==> config.mk <==
export PLATFORM = sky130hd
export DESIGN_NAME = lpmr_level
export DESIGN_NICKNAME = d
export VERILOG_FILES = /design/src/length_prefixed_message_ring_core_assert.svh /design/src/lpmr_pkg.sv /design/src/lpmr_level.sv
export SDC_FILE = /design/constraint.sdc
export NUM_CORES = 1
export LEC_CHECK = 0
export BUFFER_PORTS_ARGS = -buffer_cell sky130_fd_sc_hd__buf_2
export CAP_MARGIN = 40
export CORE_ASPECT_RATIO = 0.75
export CORE_MARGIN = 3
export CORE_UTILIZATION = 53
export DETAILED_ROUTE_END_ITERATION = 7
export GPL_TIMING_DRIVEN = 0
export PLACE_DENSITY = 0.91
export RECOVER_POWER = 100
export SYNTH_ARGS = -nofsm -noshare
export SYNTH_HDL_FRONTEND = slang
export SYNTH_SLANG_ARGS = --single-unit
==> constraint.sdc <==
create_clock -name vclk -period 4
set_input_delay 0.4 -clock vclk [all_inputs]
set_output_delay 0.4 -clock vclk [all_outputs]
set_load 0.1 [all_outputs]
==> src/length_prefixed_message_ring_core_assert.svh <==
// ----------------------------------------------------------------------------
// Length-prefixed message ring assertion macros
// Shared property forms used by the ring core checks.
// ----------------------------------------------------------------------------
`ifndef LENGTH_PREFIXED_MESSAGE_RING_CORE_ASSERT_SVH
`define LENGTH_PREFIXED_MESSAGE_RING_CORE_ASSERT_SVH

// The consequent must hold in the same cycle as the antecedent.
`define LPMR_ASSERT_SAME(label, clk, rst, ante, cons, msg) \
   label: assert property (@(posedge clk) disable iff (rst) (ante) |-> (cons)) \
      else $error(msg);

// The consequent must hold in the cycle after the antecedent.
`define LPMR_ASSERT_NEXT(label, clk, rst, ante, cons, msg) \
   label: assert property (@(posedge clk) disable iff (rst) (ante) |=> (cons)) \
      else $error(msg);

`endif

==> src/lpmr_pkg.sv <==
// ----------------------------------------------------------------------------
// Length-prefixed message ring package
// Shared types and constants of the message ring core.
// ----------------------------------------------------------------------------
package lpmr_pkg;

   localparam int RING_BYTES_DEF = 4096;
   localparam int HDR_BYTES      = 4;
   localparam int LEN_W          = 12;
   localparam int BYTE_W         = 8;

   typedef enum logic [1:0] {
      OP_WRITE_START = 2'd0,
      OP_WRITE_BYTE  = 2'd1,
      OP_READ_START  = 2'd2,
      OP_READ_BYTE   = 2'd3
   } op_type;

   typedef enum logic [2:0] {
      ST_OK       = 3'd0,
      ST_NO_ROOM  = 3'd1,
      ST_EMPTY    = 3'd2,
      ST_TOO_LONG = 3'd3,
      ST_SEQUENCE = 3'd4
   } status_type;

   typedef enum logic [1:0] {
      FSM_IDLE,
      FSM_WRITE_HDR,
      FSM_READ_HDR,
      FSM_READ_BYTE
   } fsm_type;

   typedef struct packed {
      logic [LEN_W-1:0] readable;
      logic [LEN_W-1:0] writable;
   } level_type;

endpackage

==> src/lpmr_level.sv <==
// ----------------------------------------------------------------------------
// Ring fill level
// Derives readable and writable byte counts from the committed positions.
// ----------------------------------------------------------------------------
module lpmr_level #(
   parameter int RING_BYTES = lpmr_pkg::RING_BYTES_DEF
) (
   input  logic [$clog2(RING_BYTES):0] wr_ptr,
   input  logic [$clog2(RING_BYTES):0] rd_ptr,
   output lpmr_pkg::level_type         level
);

   localparam int PW = $clog2(RING_BYTES) + 1;
   localparam int WW = (PW > lpmr_pkg::LEN_W) ? PW : lpmr_pkg::LEN_W;
   localparam int SAT = (1 << lpmr_pkg::LEN_W) - 1;

   logic [PW-1:0] used;
   logic [PW-1:0] readable_raw;
   logic [PW-1:0] writable_raw;
   logic [WW-1:0] readable_ext;
   logic [WW-1:0] writable_ext;

   always_comb begin
      used = wr_ptr - rd_ptr;
      if (used >= PW'(lpmr_pkg::HDR_BYTES)) begin
         readable_raw = used - PW'(lpmr_pkg::HDR_BYTES);
      end else begin
         readable_raw = '0;
      end
      if (used >= PW'(RING_BYTES - lpmr_pkg::HDR_BYTES)) begin
         writable_raw = '0;
      end else begin
         writable_raw = PW'(RING_BYTES - lpmr_pkg::HDR_BYTES) - used;
      end
      readable_ext = WW'(readable_raw);
      writable_ext = WW'(writable_raw);
      if (readable_ext > WW'(SAT)) begin
         level.readable = lpmr_pkg::LEN_W'(SAT);
      end else begin
         level.readable = readable_ext[lpmr_pkg::LEN_W-1:0];
      end
      if (writable_ext > WW'(SAT)) begin
         level.writable = lpmr_pkg::LEN_W'(SAT);
      end else begin
         level.writable = writable_ext[lpmr_pkg::LEN_W-1:0];
      end
   end

endmodule

==> results of run 1 <==
-- logic make-up after synthesis --
| family | Yosys count |
|---|---|
| XOR/XNOR | 26 |
| AO/OA/AOI/OAI | 52 |
| AND/OR/NAND/NOR | 52 |
| adder cells (fa/ha/maj) | 18 |
| buffers and inverters | 25 |
-- synthesized netlist by cell type (2+ instances only) --
| library cell | count | area share |
|---|---|---|
| a21oi_1 | 23 | 0.089 |
| and3_1 | 4 | 0.019 |
| xnor2_2 | 3 | 0.038 |
| o211ai_1 | 2 | 0.012 |
| ha_1 | 17 | 0.16 |
| nand3_1 | 4 | 0.015 |
| o21a_1 | 2 | 0.012 |
| nand2_1 | 6 | 0.017 |
| or4_4 | 2 | 0.017 |
| xor2_1 | 6 | 0.041 |
| or3_1 | 2 | 0.0096 |
| clkbuf_1 | 2 | 0.0058 |
| xnor2_1 | 17 | 0.11 |
| nand4_1 | 4 | 0.019 |
| or2_2 | 2 | 0.0096 |
| nor3_1 | 5 | 0.019 |
| o21ai_0 | 3 | 0.012 |
| a21o_1 | 9 | 0.052 |
| a211o_1 | 2 | 0.014 |
| buf_6 | 3 | 0.026 |
| nor4_1 | 3 | 0.014 |
| nand2b_1 | 3 | 0.014 |
| inv_1 | 19 | 0.055 |
| nor2_1 | 12 | 0.035 |
-- metrics by stage --
stage / instances / setup slack (ns) / hold WS, ns / TNS, ns / utilization
floorplan: 173 / -0.589 / 1.19 / -4.61 / -
global placement: 255 / -0.217 / 1.47 / -1.64 / 0.794
detailed placement: 255 / -0.262 / 1.48 / -3.39 / 0.794
CTS: 264 / 0.0222 / 1.37 / 0 / 0.884
-- repair_timing --
item	in CTS
buffers inserted	8
resized for setup	35
setup endpoints to repair	23
hold endpoints to repair	0
cloned	1
pin swaps	6
==> metrics.yaml, run 1 <==
syn_area_sq_um: 1300
die_x_microns: 63.1
synthAdderAreaFrac: 0.179
ctsHoldBuffers: 0
synth_compound_area_frac: 0.286
dpl_cell_area_sq_um: 1710
synth.distinct_cells: 42
numPortBuffers: 50
rows: 14
start_util: 0.602
synthCells: 173
syn_nets: 217
synth-xor-area-share: 0.193
status: "aborted with a tool error"
endpoint_type: "top-level output"
synth-simple-area-share: 0.251
muxShareOfSynthArea: 0
syn_avg_cell_area_sq_um: 7.50
error: "[ERROR DPL-0038] Utilization greater than 100%, impossible to legalize"
ios: 50
dp_hpwl_microns: 2910
synthesis.yosys.warnings: 0
grt_max_degree: 11
stop_stage: "global routing (5_1_grt)"
synth_seq_area_share: 0
synth_top_family_by_area: "compound AO/OA/AOI/OAI gates"
gp_congestion: 0.884
crit_endpoint: "level[19]"
die_h_microns: 48.9
==> run 2: changes to the inputs <==
--- a/config.mk
+++ b/config.mk
@@ -7,12 +7,11 @@
 export LEC_CHECK = 0
 export BUFFER_PORTS_ARGS = -buffer_cell sky130_fd_sc_hd__buf_2
 export CAP_MARGIN = 40
-export CORE_ASPECT_RATIO = 0.75
-export CORE_MARGIN = 3
-export CORE_UTILIZATION = 53
+export CORE_AREA = 3 3 64 66
 export DETAILED_ROUTE_END_ITERATION = 7
+export DIE_AREA = 0 0 67 69
 export GPL_TIMING_DRIVEN = 0
-export PLACE_DENSITY = 0.91
+export PLACE_DENSITY_LB_ADDON = 0.15
 export RECOVER_POWER = 100
 export SYNTH_ARGS = -nofsm -noshare
 export SYNTH_HDL_FRONTEND = slang
==> metrics.yaml, run 2 <==
vias: 1439
hp-class: "primary input to output pin"
cp.buffers_inverters: 6
synthesis.yosys.warnings: 0
final_common_cell: "buf_2"
power_mw: 1.01
grt_overflow: 0
drt_wl_total_microns: 3540
rows: 22
maxSlewViolCount: 0
worst_slew_pin_slew_ns: 0.603
synth_most_common_cell: "a21oi_1"
numPortBuffers: 50
worstPathCellList: "buf_2 > inv_1 > ha_1 > inv_1 > fa_2 > a21o_1 > a221oi_4 > buf_6 > nor2_1 > a211o_2 > nor4_4 > nand4_1 > buf_4 > a221oi_2 > buf_6"
start_util: 0.357
vdd_drop_max_mv: 0.197
critical_path_required_ns: 3.60
drt_iter0_markers: 52
fillers: 367
syn_nets: 217
synth.distinct_cells: 42
n_antenna_cell: 0
ios: 50
worst-path-max-fanout: 5
core-area_sq_um: 3630
synth_common_cells: "a21oi_1, inv_1, ha_1, xnor2_1, nor2_1"
grt_pass1_vias: 1285
setup_viol_count_final: 0
antenna_found_initial: 0
cp.arrival_ns: 3.51
design.die.area_sq_um: 4620
syn_area_sq_um: 1300
cpMaxStageDelayCell: "nor4_4"
syn_to_final_growth_pct: 57.4
finalNetCount: 287
status: "completed"
p_leak_nw: 0.983
synthCells: 173
critPathKind: "primary input to output pin"
layout_common_cells: "buf_2, inv_1, buf_6, ha_1, buf_4"
gp_congestion: 0.835
fin_ws_ns: 0.0926
finalSetupTns_ns: 0
clockBufferCount: 0
die_h_microns: 69
avgRoutedWirePerCell_microns: 12.2
worstSetupStartpointType: "primary input"
fmax_mhz: 256
crit_family: "compound AO/OA/AOI/OAI gates"
slew_headroom: 0.597
max_stage_delay_ns: 0.38
grt_pass1_wl_microns: 5750
timing.final.crit_share: 0.977
grt_max_degree: 11
layout-drive-gt1-share: 0.481
final_antenna_net_count: 0
hold_viol_final: 0
power_density_nw_per_um2: 496
endpoint_kind: "output pin"
grt_usage: 0.147
drc: 0
drtPass1Iterations: 4
seqCellArea_sq_um: 0
yosysTopAreaCell: "ha_1"
worstSetupStartpoint: "wr_ptr[0]"
period_needed_ns: 3.91
cap_violations: 0
fin_util: 0.562
dp_hpwl_microns: 2740
syn_avg_cell_area_sq_um: 7.50
preCtsSetupSlack_ns: -0.212
yosysTopAreaCellShare: 0.164
synth_seq_area_share: 0
viasPerCell: 4.98
min_from: "rd_ptr[0]"
seq_cells: 0
multi_input_area_sq_um: 1370
yosys-top-cells-area: "ha_1, xnor2_1, a21oi_1, inv_1, a21o_1"
die_x_microns: 67
-- run 2: cell counts after synthesis --
Identical to the previous run, type by type.
-- run 2: report_power, final --
| group | total, mW | internal [mW] | switching, mW | leakage (nW) |
|---|---|---|---|---|
| clock network | 0 | 0 | 0 | 0 |
| registers | 0 | 0 | 0 | 0 |
| logic | 1.01 | 0.288 | 0.724 | 0.983 |
| total | 1.01 | 0.288 | 0.724 | 0.983 |
-- run 2: layer usage --
metal  share of wire  vias to the layer above  wire [microns]  track usage
li1                -                      763               -            -
met1            0.47                      643            1650        0.217
met2            0.49                       31            1730        0.247
met3           0.039                        2             138      0.00163
met4          0.0059                        0              21      0.00901
met5               0                        -               0            0
-- run 2: path summary, 6_finish.rpt --
kind	cells past startpoint	endpoint	slack (ns)
worst min-delay path	4	level[12]	1.36
worst max-delay path	15	level[11]	0.09
-- run 2: logic make-up after synthesis --
kind of cell | count (synthesis) | synth area share
AND/OR/NAND/NOR | 52 | 0.251
AO/OA/AOI/OAI | 52 | 0.286
XOR/XNOR | 26 | 0.193
adder cells (fa/ha/maj) | 18 | 0.179
buffers and inverters | 25 | 0.0906
-- run 2: layout make-up --
type / instances / area share
plain buffers: 6 / 0.0233
multi-input cells: 148 / 0.673
inverters: 19 / 0.0349
well taps: 48 / 0.0294
repair buffers: 68 / 0.240
-- run 2: repair_timing --
item / CTS / global route
endpoints found under the setup margin: 23 / 24
buffers inserted: 4 / 12
gates cloned: 1 / 0
hold buffers: 0 / 0
pin swaps: 3 / 9
gates resized for setup: 25 / 22
-- run 2: metrics by stage --
step	hold slack (ns)	std cells	instance area, sq um
2_1_floorplan	1.19	173	1420
3_3_place_gp	1.48	271	1730
3_5_place_dp	1.48	272	1740
4_1_cts	1.37	277	1850
5_1_grt	1.39	289	2040
6_report	1.36	289	2040
-- run 2: tightest hold or removal path, delay by kind of cell --
family,cells,cell delay [ns]
adder cells (fa/ha/maj),1,0.23
buffers and inverters,2,0.25
AO/OA/AOI/OAI,1,0.07
(Power assumes the default switching activity.)
==> run 3: changes to the inputs <==
--- a/config.mk
+++ b/config.mk
@@ -6,7 +6,8 @@
 export NUM_CORES = 1
 export LEC_CHECK = 0
 export BUFFER_PORTS_ARGS = -buffer_cell sky130_fd_sc_hd__buf_2
-export CAP_MARGIN = 40
+export CELL_PAD_IN_SITES_DETAIL_PLACEMENT = 0
+export CELL_PAD_IN_SITES_GLOBAL_PLACEMENT = 1
 export CORE_AREA = 3 3 64 66
 export DETAILED_ROUTE_END_ITERATION = 7
 export DIE_AREA = 0 0 67 69
==> constraint.sdc (replaced) <==
create_clock -name vclk -period 3.6
set_input_delay 0.36 -clock vclk [all_inputs]
set_output_delay 0.36 -clock vclk [all_outputs]
set_load 0.1 [all_outputs]
==> metrics.yaml, run 3 (synthesis results as in run 2) <==
status: "finished with violations"
violations: "negative setup slack"
worstPathCellList: "buf_8 > inv_12 > ha_4 > inv_2 > fa_2 > a21o_1 > a221oi_4 > xnor2_2 > buf_4 > nand4_1 > nor4_4 > nand4_1 > buf_6 > a21oi_4 > buf_12"
rsz0062_at_grt: "yes"
worstSetupStartpointType: "primary input"
core-area_sq_um: 3630
layout-drive-gt1-share: 0.606
ios: 50
p_sw_frac: 0.621
seq_cells: 0
rows: 22
vdd_drop_max_mv: 0.412
cp.buffers_inverters: 6
vias: 1663
viasPerCell: 5.42
syn_to_final_growth_pct: 116
maxSlewViolCount: 0
die_x_microns: 67
fin_ws_ns: -0.184
dp_hpwl_microns: 3050
grt_pass1_vias: 1563
comb_power_share: 1.000
final_common_cell: "buf_4"
period_needed_ns: 3.78
place_inst: 271
cpMaxStageDelayCell: "nor4_4"
die_h_microns: 69
endpoint_kind: "output pin"
setup_viol_count_final: 22
crit_family: "simple AND/OR/NAND/NOR gates"
hp-class: "primary input to output pin"
drc: 0
postLayoutCellArea_sq_um: 2800
start_util: 0.357
cp.arrival_ns: 3.42
grt_max_degree: 11
critPathKind: "primary input to output pin"
cap_violations: 0
n_antenna_cell: 0
worst-path-max-fanout: 7
preCtsSetupSlack_ns: -0.786
numPortBuffers: 50
clockBufferCount: 0
fmax_mhz: 264
seqPwrFrac: 0
drt_iter0_markers: 47
seqCellArea_sq_um: 0
antenna_found_initial: 0
slew_headroom: 0.675
drt_wl_total_microns: 5100
final_cells: 307
power_density_nw_per_um2: 542
p_switching_uw: 941
dpl_cell_area_sq_um: 1890
hold_viol_final: 0
power_mw: 1.52
power_frac_clock: 0
p_int_uw: 575
final_antenna_net_count: 0
grt_overflow: 0
cpMostUsedCell: "nand4_1"
critical_path_required_ns: 3.24
design.die.area_sq_um: 4620
p_leak_nw: 1.23
timing.final.crit_share: 1.05
avgRoutedWirePerCell_microns: 16.6
finalNetCount: 305
max_stage_delay_ns: 0.45
gp_congestion: 0.861
grt_pass1_wl_microns: 7330
grt_usage: 0.192
drtPass1Iterations: 4
layout_common_cells: "buf_4, buf_12, buf_2, a21oi_4, inv_1"
worst_slew_pin_slew_ns: 0.484
[run 3: final cells by class]
cell class	count	area, sq um
plain buffers	5	65.1
fillers	244	835
inverters	19	83.8
multi-input cells	148	1660
well taps	48	60.1
repair buffers	87	932
[run 3: timing repair]
| action | in CTS | in global routing |
|---|---|---|
| cloned | 1 | 1 |
| endpoints found under the hold margin | 0 | 0 |
| buffers inserted | 23 | 13 |
| hold buffers | 0 | 0 |
| resized for setup | 104 | 37 |
| setup endpoints to repair | 24 | 24 |
| pin swaps | 17 | 19 |
[run 3: path summary, 6_finish.rpt]
check | start | endpoint | depth (start not counted)
hold / removal | rd_ptr[0] | level[12] | 4
setup / recovery | wr_ptr[0] | level[1] | 15
[run 3: metrics by stage]
stage                     utilization  hold WS (ns)  TNS [ns]
after floorplan                     -          1.04     -4.86
after global placement          0.519          1.32    -11.67
after detailed placement        0.519          1.34    -13.09
after CTS                       0.688          1.23    -0.802
after global routing            0.770          1.25     -4.95
final                           0.770          1.24     -1.98
[run 3: power by group through the flow]
stage	Clock, mW	Combinational [mW]	Sequential [mW]
4_1_cts	0	1.39	0
6_report	0	1.52	0
2_1_floorplan	0	0.928	0
3_3_place_gp	0	1.06	0
3_5_place_dp	0	1.07	0
5_1_grt	0	1.57	0
[run 3: layer usage]
metal,track usage,up-vias,routed length [microns]
met1,0.249,804,2090
met3,0.00489,10,196
met2,0.354,48,2720
met4,0.0203,0,95
met5,0,-,0
li1,-,801,-
